[config.mk]
export PLATFORM = sky130hd
export DESIGN_NAME = bfa_cell
export DESIGN_NICKNAME = d
export VERILOG_FILES = /design/src/design/bfa_pkg.sv /design/src/design/bfa_cell.sv
export SDC_FILE = /design/constraint.sdc
export NUM_CORES = 1
export LEC_CHECK = 0
export BUFFER_PORTS_ARGS = -buffer_cell sky130_fd_sc_hd__clkbuf_2
export CORE_MARGIN = 4
export CORE_UTILIZATION = 50
export CTS_BUF_LIST = sky130_fd_sc_hd__clkbuf_16
export CTS_CLUSTER_DIAMETER = 100
export DETAILED_ROUTE_END_ITERATION = 10
export HOLD_SLACK_MARGIN = 0.06
export PLACE_DENSITY = 0.92
export RECOVER_POWER = 50
export SLEW_MARGIN = 20
export SYNTH_ARGS = -nofsm -noshare
export SYNTH_HDL_FRONTEND = slang
export SYNTH_SLANG_ARGS = --single-unit
[constraint.sdc]
create_clock -name clk -period 5.7 [get_ports clk]
set_input_delay 0.57 -clock clk [delete_from_list [all_inputs] [get_ports clk]]
set_output_delay 0.57 -clock clk [all_outputs]
set_load 0.02 [all_outputs]
[src/design/bfa_pkg.sv]
package bfa_pkg;

	localparam int OP_W       = 1;
	localparam int IDX_W      = 7;
	localparam int AMT_W      = 16;
	localparam int RSP_SIZE_W = 16;
	localparam int CNT_W      = 8;

	localparam logic [OP_W-1:0] OP_LOAD  = 1'b0;
	localparam logic [OP_W-1:0] OP_ALLOC = 1'b1;

	typedef struct packed {
		logic valid;
		logic have;
	} tok_ctl_t;

	typedef struct packed {
		logic en;
		logic free;
	} wr_ctl_t;

endpackage

[src/design/bfa_cell.sv]
module bfa_cell #(
	parameter int CELL_IDX   = 0,
	parameter int IW         = 7,
	parameter int SIZE_WIDTH = 16
) (
	input  logic                     clk,
	input  logic                     arst_n,
	input  logic [bfa_pkg::CNT_W-1:0] block_count,
	input  bfa_pkg::tok_ctl_t        tin_ctl,
	input  logic [IW-1:0]            tin_idx,
	input  logic [SIZE_WIDTH-1:0]    tin_size,
	input  logic [SIZE_WIDTH-1:0]    tin_amt,
	output bfa_pkg::tok_ctl_t        tout_ctl,
	output logic [IW-1:0]            tout_idx,
	output logic [SIZE_WIDTH-1:0]    tout_size,
	output logic [SIZE_WIDTH-1:0]    tout_amt,
	input  bfa_pkg::wr_ctl_t         wr_ctl,
	input  logic [IW-1:0]            wr_idx,
	input  logic [SIZE_WIDTH-1:0]    wr_size
);
	import bfa_pkg::*;

	logic [SIZE_WIDTH-1:0] size_q;
	logic                  free_q;
	logic                  in_range;
	logic                  hit;
	logic                  wr_sel;

	assign in_range = (32'(block_count) > 32'(CELL_IDX));
	assign hit = tin_ctl.valid && in_range && free_q && (size_q >= tin_amt)
		&& (!tin_ctl.have || (size_q < tin_size));
	assign wr_sel = wr_ctl.en && (wr_idx == IW'(CELL_IDX));

	always_ff @(posedge clk or negedge arst_n) begin
		if (!arst_n) begin
			free_q   <= 1'b0;
			tout_ctl <= '0;
		end else begin
			if (wr_sel) begin
				free_q <= wr_ctl.free;
			end
			tout_ctl.valid <= tin_ctl.valid;
			tout_ctl.have  <= tin_ctl.have || hit;
		end
	end

	always_ff @(posedge clk) begin
		if (wr_sel) begin
			size_q <= wr_size;
		end
		tout_amt <= tin_amt;
		if (hit) begin
			tout_idx  <= IW'(CELL_IDX);
			tout_size <= size_q;
		end else begin
			tout_idx  <= tin_idx;
			tout_size <= tin_size;
		end
	end

endmodule

# After elaboration in Yosys (flattened, before gate mapping)
# Cells that the tools add are included.
# totals
regBits	58
input_bits	76
wordCells	20
# op_classes
n_lt_le_gt_ge	3
mux	1
n_reduce_logical	9
# ops
op	n
16-bit >= comparator	1
16-bit less-than comparator	1
16-bit two-way mux	1
8-bit by 1-bit > comparator with 1-bit output, second input constant	1
7-bit zero test	1
1-bit logical AND	5
1-bit logical OR	2
1-bit zero test	1

# Logic depth before layout (Yosys ltp)
# Gate-level depths: netlist of run 1.
# depth
word_depth	6
mapped_depth	9

# Least setup slack after synthesis of run 1
# Ideal clock, no wire load.
# synth_path
path_kind	in2reg
from	in tin_amt[0]
to	reg tout_size[10]
setup_ns	0.121
arrival_time_ns	2.454
required_time_ns	5.579
path_slack_ns	3.125
stages	8
cell_sequence	ha_1 nand2b_4 a2111oi_4 a2111oi_1 o311a_1 o2111ai_4 buf_12 mux2_4
# synth_between
elab_chain_len	4
# synth_lines
item	line	text
start: declaration	bfa_cell.sv:12	input logic [SIZE_WIDTH-1:0] tin_amt,
16-bit >= comparator	bfa_cell.sv:30	assign hit = tin_ctl.valid && in_range && free_q && (size_q >= tin_amt)
1-bit logical AND	bfa_cell.sv:30	
1-bit logical AND	bfa_cell.sv:31	&& (!tin_ctl.have || (size_q < tin_size));
16-bit two-way mux	bfa_cell.sv:52	if (hit) begin
end signal: assignment	bfa_cell.sv:54	tout_size <= size_q;
end signal: assignment	bfa_cell.sv:57	tout_size <= tin_size;
end: declaration	bfa_cell.sv:15	output logic [SIZE_WIDTH-1:0] tout_size,
# No other way between the ends.
# A chain may end at the register's enable or synchronous reset.

# Worst setup path in the final report of run 1
# layout_path
from	reg size_q[0]
to	reg tout_size[1]
# layout_between
elab_chain_len	4
# layout_lines
item	line	text
start: declaration	bfa_cell.sv:23	logic [SIZE_WIDTH-1:0] size_q;
start signal: assignment	bfa_cell.sv:49	size_q <= wr_size;
16-bit >= comparator / 16-bit less-than comparator (equally long branches)	bfa_cell.sv:30, bfa_cell.sv:31	
1-bit logical AND / 1-bit logical OR (equally long branches)	bfa_cell.sv:30, bfa_cell.sv:31	
1-bit logical AND *	bfa_cell.sv:31	
16-bit two-way mux *	bfa_cell.sv:52	
# Every way passes the cells marked *; elsewhere a longest branch is shown, timed or not.

==> results of run 1 <==
-- flip-flops by register name, summed over array words and instances, names as in the netlist --
name / cells
size_q: 16
tout_idx: 7
tout_amt: 16
tout_size: 16
free_q: 1
tout_ctl: 2
-- power by group --
group | internal (W) | total (W) | switching (W)
clock | 0.000377 | 0.000553 | 0.000176
sequential | 0.000441 | 0.000445 | 0.00000472
combinational | 0.0000486 | 0.000105 | 0.0000568
total | 0.000866 | 0.00110 | 0.000238
-- metrics by stage --
step | power, W | util
2_1_floorplan | 0.000511 | -
3_3_place_gp | 0.000558 | 0.658
3_5_place_dp | 0.000562 | 0.658
4_1_cts | 0.00112 | 0.725
5_1_grt | 0.00115 | 0.716
6_report | 0.00110 | 0.716
-- cell type report --
class                      instances  area [sq um]
multi-input combinational        111          1030
timing repair buffer             117           544
inverter                          33           124
clock buffer                       9           225
tap                               67          83.8
sequential                        58          1340
fill                             368          1360
clock inverter                     7          85.1
-- path summary, 6_finish.rpt --
kind | from | to | slack, ps | depth (start not counted)
worst max-delay path | size_q[0] | tout_size[1] | 2800 | 8
worst min-delay path | tin_amt[15] | tout_amt[15] | 370 | 1
worst max register to register | size_q[0] | tout_size[1] | 2800 | 8
worst min register to register | free_q | free_q | 530 | 1
max in group asynchronous | arst_n | tout_ctl[1] | 4940 | 2
min in group asynchronous | arst_n | tout_ctl[0] | 600 | 2
-- synth_stat cells, types with 2 or more instances --
library cell / n
a21oi_1: 10
nor3_1: 2
o21ai_0: 5
nand4_1: 2
edfxtp_1: 16
nand2_1: 11
nand2b_1: 2
inv_1: 33
nor2_1: 4
dfxtp_1: 39
dfrtp_1: 3
mux2_2: 4
and2_1: 7
nand3_1: 4
ha_1: 31
mux2_4: 13
nor4_1: 3
-- per-layer routing --
metal  global-route usage  share of wire
met1                0.191           0.37
met2                0.353           0.53
met3               0.0828          0.089
met4               0.0722          0.012
met5                    0              0
-- timing repair --
action	CTS	global route
hold endpoints to repair	3	0
resized for setup	0	0
hold buffers	1	0
-- logic make-up after synthesis --
logic type                 after synthesis  share of synthesized area
and+or+nand+nor                         37                     0.0785
adders and majority gates               31                      0.154
buffers and inverters                   35                     0.0616
AOI/OAI and AO/OA                       26                     0.0795
DFF                                     58                      0.531
muxes                                   17                     0.0954
==> impl_metrics.json, run 1 <==
{
  "setup_viol": 0,
  "clk_latency_ps": 320,
  "netlist.area_leader.share": 0.310,
  "p_leak_nw": 1.72,
  "antenna_cells": 0,
  "grt.overflow.total": 0,
  "grt_pass1_vias": 1954,
  "cts_tree": "yes",
  "coreArea_sq_mm": 0.00479,
  "ys_warn_count": 0,
  "die_w_microns": 79.0,
  "cpPeakStageDelay_ps": 730,
  "port_buffers": 116,
  "yosys.cell_types.count": 32,
  "worst_slew_pin_slew_ps": 892,
  "synth_cells": 204,
  "core.rowCount": 25,
  "dp_slack_ps": 2500,
  "dr.pass1.iters": 4,
  "final_cells": 402,
  "start_kind": "flop",
  "drt_wl_total_mm": 5.64,
  "ctsHtreeMaxLevel": 3,
  "ios": 117,
  "endpoint_kind": "flop",
  "worstPathMaxFanout": 23,
  "ys.flop_type": "dfxtp_1",
  "clk_pin_slew_worst_paths_ps": 50,
  "syn_avg_cell_area_sq_um": 12.3,
  "cap_violations": 0,
  "rsz0062_at_grt": "no",
  "setup_ws_ps": 2800,
  "finalHoldViolCount": 0,
  "synthToLayoutAreaGrowth_pct": 36.0,
  "synth_seq_cells": 58,
  "hold_path_class": "input port to flop",
  "fin_area_sq_mm": 0.00342,
  "fin_tns_setup_ps": 0,
  "wl_per_cell_microns": 14.0,
  "synth_area_sq_mm": 0.00252,
  "worst-path-buf-inv": 1,
  "syn_nets": 311,
  "antenna_found_initial": 0,
  "crit_arrival_ps": 3100,
  "holdWs_ps": 365,
  "vias_per_cell": 4.78,
  "fp.dieH_microns": 79.0,
  "peakVddDrop_mv": 0.197,
  "final_antenna_net_count": 0,
  "synth_edf_count": 16,
  "grt_pass1_wl_mm": 8.84,
  "finalNetCount": 437,
  "maxSlewHeadroom": 0.405,
  "initial_core_util": 0.526,
  "ys_seq_area_frac": 0.531,
  "dieArea_sq_mm": 0.00623,
  "period_needed_ps": 2900,
  "async_flop_share": 0.0517,
  "synth_largest_area_cell": "dfxtp_1",
  "power_density_mw_per_mm2": 322,
  "final_common_cell": "clkbuf_2",
  "required_ps": 5910,
  "crit_slowest_cell": "o2111ai_4",
  "cts_buffers": 9,
  "status": "finished clean",
  "fmax_mhz": 345,
  "post_cts_buffers": 0,
  "dp_cells": 385,
  "dpl.hpwl_mm": 4.53,
  "worst_clock_skew_ps": 6.64,
  "place_area_sq_mm": 0.00315,
  "drive_above_1_share": 0.337,
  "gr-usage-all-layers": 0.192,
  "synth_area_leaders": "dfxtp_1, edfxtp_1, ha_1",
  "gp_congestion": 0.759,
  "clkSinkCount": 58,
  "final_cell_mix": "clkbuf_2, dfxtp_1, clkbuf_1, inv_1, ha_1",
  "drv_slew": 0,
  "clock_path_buffers": 2,
  "worstSetupPathType": "flop to flop",
  "path_cells": "inv_1, ha_1, nand2b_4, a2111oi_4, a2111oi_1, o311a_1, o2111ai_4, mux2_2",
  "critical-path-top-delay-family": "compound AO/OA/AOI/OAI gates",
  "first_iter_violations": 54,
  "vias": 1921,
  "cts_root_buffer": "clkbuf_16",
  "grt_max_degree": 24,
  "drt_drc_violations_left": 0,
  "finalCritPeriodShare": 0.508
}
Power figures use the tool's default switching activity.
==> run 2, diff against run 1 <==
Settings changed: CORE_UTILIZATION 50 to 42, PLACE_DENSITY 0.92 to 0.83.
Clock period 5.7 ns to 2.64 ns, I/O delays scaled along.
==> impl_metrics.json, run 2 (synthesized netlist as in run 1, its figures left out) <==
{
  "synthToLayoutAreaGrowth_pct": 39.1,
  "fmax_mhz": 397,
  "coreArea_sq_mm": 0.00568,
  "final_common_cell": "clkbuf_2",
  "ctsHtreeMaxLevel": 3,
  "clk_pin_slew_worst_paths_ps": 50,
  "rsz0062_at_grt": "no",
  "cts_root_buffer": "clkbuf_16",
  "die_w_microns": 85.4,
  "clock_path_buffers": 2,
  "final_cells": 418,
  "power_density_mw_per_mm2": 626,
  "dp_cells": 394,
  "clk_latency_ps": 310,
  "use_met1": 0.176,
  "p_total_w": 0.00219,
  "required_ps": 2840,
  "drv_slew": 0,
  "clkSinkCount": 58,
  "final.fill_count": 511,
  "cpPeakStageDelay_ps": 530,
  "critical-path-top-delay-family": "compound AO/OA/AOI/OAI gates",
  "gr-usage-all-layers": 0.164,
  "reg2reg_from": "size_q[0]",
  "worst_clock_skew_ps": 5.04,
  "hold_path_depth": 1,
  "vias": 1954,
  "worst_slew_pin_slew_ps": 422,
  "final_cell_mix": "clkbuf_2, dfxtp_1, clkbuf_1, inv_1, ha_1",
  "worstSetupPathType": "input port to flop",
  "peakVddDrop_mv": 0.393,
  "path_cells": "dlygate4sd3_1, clkbuf_2, inv_1, ha_1, a2111oi_4, a2111oi_1, o311a_1, o2111ai_4, buf_6, mux2_2",
  "top_regs": "size_q: 16 flops, tout_amt: 16 flops, tout_size: 16 flops",
  "dpl.hpwl_mm": 4.73,
  "hold_start": "tin_amt[1]",
  "cp_num_cells": 10,
  "finalHoldViolCount": 0,
  "gp_congestion": 0.808,
  "grtUsageMet3": 0.0689,
  "grt_max_degree": 13,
  "cts_tree": "yes",
  "crit_arrival_ps": 2710,
  "core.rowCount": 27,
  "crit_slowest_cell": "dlygate4sd3_1",
  "first_iter_violations": 36,
  "grt_pass1_vias": 2097,
  "endpoint_kind": "flop",
  "setup_viol": 0,
  "period_needed_ps": 2520,
  "vias_per_cell": 4.67,
  "r2r_end": "tout_size[1]",
  "grt.overflow.total": 0,
  "worstPathMaxFanout": 7,
  "busiest_layer": "met2",
  "dp_slack_ps": 110,
  "antenna_cells": 0,
  "drt_drc_violations_left": 0,
  "r2r_slack_ps": 150,
  "finalCritPeriodShare": 0.953,
  "r2r_cells": 9,
  "start_kind": "input port",
  "drive_above_1_share": 0.344,
  "finalNetCount": 448,
  "final_antenna_net_count": 0,
  "wl_per_cell_microns": 13.7,
  "fp.dieH_microns": 85.4,
  "cap_violations": 0,
  "initial_core_util": 0.444,
  "worst-path-buf-inv": 4,
  "grt_use_met2": 0.292,
  "maxSlewHeadroom": 0.716,
  "dieArea_sq_mm": 0.00730,
  "setup_ws_ps": 123,
  "ios": 117,
  "cts_buffers": 9,
  "dr.pass1.iters": 4,
  "drt_wl_total_mm": 5.73,
  "grt_pass1_wl_mm": 9.33,
  "p_leak_nw": 1.76,
  "status": "finished clean",
  "antenna_found_initial": 0,
  "port_buffers": 116,
  "fin_tns_setup_ps": 0,
  "whs_endpoint": "tout_amt[1]",
  "hold_path_class": "input port to flop"
}
## run 2: cell count changes in the layout (fill, tap and decap cells not counted)
cell / delta
clkinv_2: +1
bufinv_16: -2
dlygate4sd3_1: +7
buf_4: +2
clkbuf_2: +2
buf_12: +1
buf_6: +1
clkbuf_1: -2
clkinvlp_4: +1
## run 2: repair_timing
| item | CTS | global route |
|---|---|---|
| resized for setup | 0 | 1 |
| endpoints found under the hold margin | 3 | 7 |
| hold buffers | 1 | 7 |
| setup buffers | 0 | 0 |
| setup endpoints to repair | 0 | 3 |
## run 2: layer usage
metal,wire [microns],vias to the layer above
met5,0,-
met1,2230,881
li1,-,982
met2,2890,87
met4,40,0
met3,570,4
## run 2: worst max path at each step
| stage | from | to | slack, ps |
|---|---|---|---|
| floorplan | size_q[0] | tout_size[10] | 260 |
| global placement | size_q[0] | tout_size[15] | 190 |
| detailed placement | size_q[0] | tout_size[1] | 110 |
| CTS | size_q[0] | tout_size[1] | 100 |
| global route | size_q[0] | tout_size[15] | 30 |
| finish | tin_amt[3] | tout_size[1] | 120 |
## run 2: stage by stage
step	hold WS [ps]	util	cell area (sq um)
floorplan	-31.6	-	2520
global placement	72.8	0.564	3200
detailed placement	72.7	0.564	3200
CTS	60.8	0.612	3470
global route	79.8	0.617	3500
finish	72.3	0.617	3500
## run 2: area by class of cell
class	instances	area, sq um	area share
well taps	72	90.1	0.0257
clock inverters	7	37.5	0.0107
inverters	33	124	0.0354
flip-flops and latches	58	1340	0.382
clock buffers	9	225	0.0643
repair buffers	128	663	0.189
multi-input cells	111	1030	0.293
## run 2: power by group
group          internal [W]  switching, W  total [W]
sequential         0.000951    0.00000974   0.000961
clock              0.000621      0.000375   0.000996
combinational      0.000114      0.000123   0.000237
total               0.00169      0.000508    0.00219
==> run 3, diff against run 2 <==
Settings changed: CORE_UTILIZATION 42 to 43, CTS_BUF_LIST sky130_fd_sc_hd__clkbuf_16 to sky130_fd_sc_hd__clkbuf_2 sky130_fd_sc_hd__clkbuf_4 sky130_fd_sc_hd__clkbuf_8, PLACE_DENSITY 0.83 to 0.85.
==> impl_metrics.json, run 3 (synthesized netlist as in run 1, its figures left out) <==
{
  "gp_congestion": 0.797,
  "die_w_microns": 84.5,
  "final_cell_mix": "clkbuf_2, dfxtp_1, inv_1, clkbuf_1, ha_1",
  "final_antenna_net_count": 0,
  "drt_wl_total_mm": 5.93,
  "grt_max_degree": 20,
  "worst_clock_skew_ps": 6.21,
  "ios": 117,
  "worstPathMaxFanout": 15,
  "wl_per_cell_microns": 13.9,
  "clkSinkCount": 58,
  "cts_root_buffer": "clkbuf_8",
  "dr.pass1.iters": 4,
  "port_buffers": 116,
  "maxSlewHeadroom": 0.648,
  "path_cells": "dlygate4sd3_1, clkbuf_2, inv_1, ha_1, a2111oi_4, a2111oi_1, o311a_1, o2111ai_4, buf_12, mux2_2",
  "grt.overflow.total": 0,
  "drive_above_1_share": 0.348,
  "grt_pass1_wl_mm": 9.58,
  "clock_path_buffers": 2,
  "finalNetCount": 458,
  "start_kind": "input port",
  "fin_tns_setup_ps": 0,
  "cts_buffers": 9,
  "fp.dieH_microns": 84.5,
  "rsz0062_at_grt": "no",
  "critical-path-top-delay-family": "compound AO/OA/AOI/OAI gates",
  "p_leak_nw": 1.81,
  "drv_slew": 0,
  "finalHoldViolCount": 0,
  "final_cells": 428,
  "startpoint": "tin_amt[1]",
  "antenna_cells": 0,
  "core.rowCount": 27,
  "dieArea_sq_mm": 0.00714,
  "cts_tree": "yes",
  "ctsHtreeMaxLevel": 3,
  "cap_violations": 0,
  "vias": 1983,
  "worstSetupPathType": "input port to flop",
  "grt_pass1_vias": 2108,
  "worst-path-buf-inv": 4,
  "antenna_found_initial": 0,
  "setup_viol": 0,
  "status": "finished clean",
  "clk_pin_slew_worst_paths_ps": 70,
  "gr-usage-all-layers": 0.175,
  "clk_latency_ps": 330,
  "hold_start": "wr_size[13]",
  "reg2reg_from": "size_q[0]",
  "cpPeakStageDelay_ps": 520,
  "worst_slew_pin_slew_ps": 528,
  "period_needed_ps": 2550,
  "crit_arrival_ps": 2770,
  "dp_cells": 393,
  "finalCritPeriodShare": 0.965,
  "peakVddDrop_mv": 0.383,
  "hold_path_class": "input port to flop",
  "first_iter_violations": 58,
  "post-route-util": 0.643,
  "required_ps": 2860,
  "vias_per_cell": 4.63,
  "crit_slowest_cell": "dlygate4sd3_1",
  "initial_core_util": 0.449,
  "synthToLayoutAreaGrowth_pct": 43.2,
  "dp_slack_ps": 141,
  "post_cts_resized": 0,
  "dpl.hpwl_mm": 4.67,
  "power_density_mw_per_mm2": 635,
  "setup_ws_ps": 92.4,
  "fmax_mhz": 393,
  "coreArea_sq_mm": 0.00561,
  "drt_drc_violations_left": 0,
  "top_regs": "size_q: 16 flops, tout_amt: 16 flops, tout_size: 16 flops",
  "endpoint_kind": "flop",
  "final_common_cell": "clkbuf_2"
}
## run 3: changes by cell type in the layout (fill, tap and decap cells not counted), moves of 2 or more
| cell | before | now |
|---|---|---|
| dlygate4sd3_1 | 8 | 18 |
| clkbuf_16 | 9 | 0 |
| clkbuf_8 | 0 | 9 |
| bufinv_16 | 0 | 4 |
| clkbuf_1 | 35 | 32 |
| clkbuf_2 | 81 | 84 |
| clkinv_2 | 3 | 1 |
## run 3: path summary, 6_finish.rpt
check | end | slack [ps] | depth (start not counted)
worst min-delay path | size_q[13] | 110 | 1
max in group asynchronous | free_q | 2220 | 2
min in group asynchronous | tout_ctl[0] | 260 | 2
worst min register to register | tout_size[0] | 530 | 1
worst max register to register | tout_size[15] | 160 | 9
worst max-delay path | tout_size[15] | 90 | 10
## run 3: power breakdown
group,switching [W],internal (W)
clock,0.000357,0.000722
combinational,0.000126,0.000124
sequential,0.00000986,0.000949
## run 3: stage by stage
step	total power [W]	hold WS (ps)	area, sq um
6_report	0.00229	106	3600
5_1_grt	0.00238	76.6	3600
4_1_cts	0.00232	85.3	3640
3_5_place_dp	0.00122	65.1	3190
3_3_place_gp	0.00121	65.9	3190
2_1_floorplan	0.00110	-31.6	2520
## run 3: layer usage
layer  up-vias  share of wire  GRT usage
li1       1003              -          -
met4         0          0.021     0.0863
met3        15          0.082     0.0687
met5         -              0          0
met1       875           0.41      0.189
met2        90           0.49      0.296
## run 3: repair_timing
action,CTS,global route
setup endpoints to repair,0,1
hold endpoints to repair,20,0
hold buffers,18,0
buffers inserted,0,1
## run 3: layout make-up
class                   count  area, sq um
multi-input cells         111         1030
clock buffers               9          124
fillers                   482         2000
repair buffers            138          763
clock inverters             7          141
inverters                  33          124
well taps                  72         90.1
flip-flops and latches     58         1340
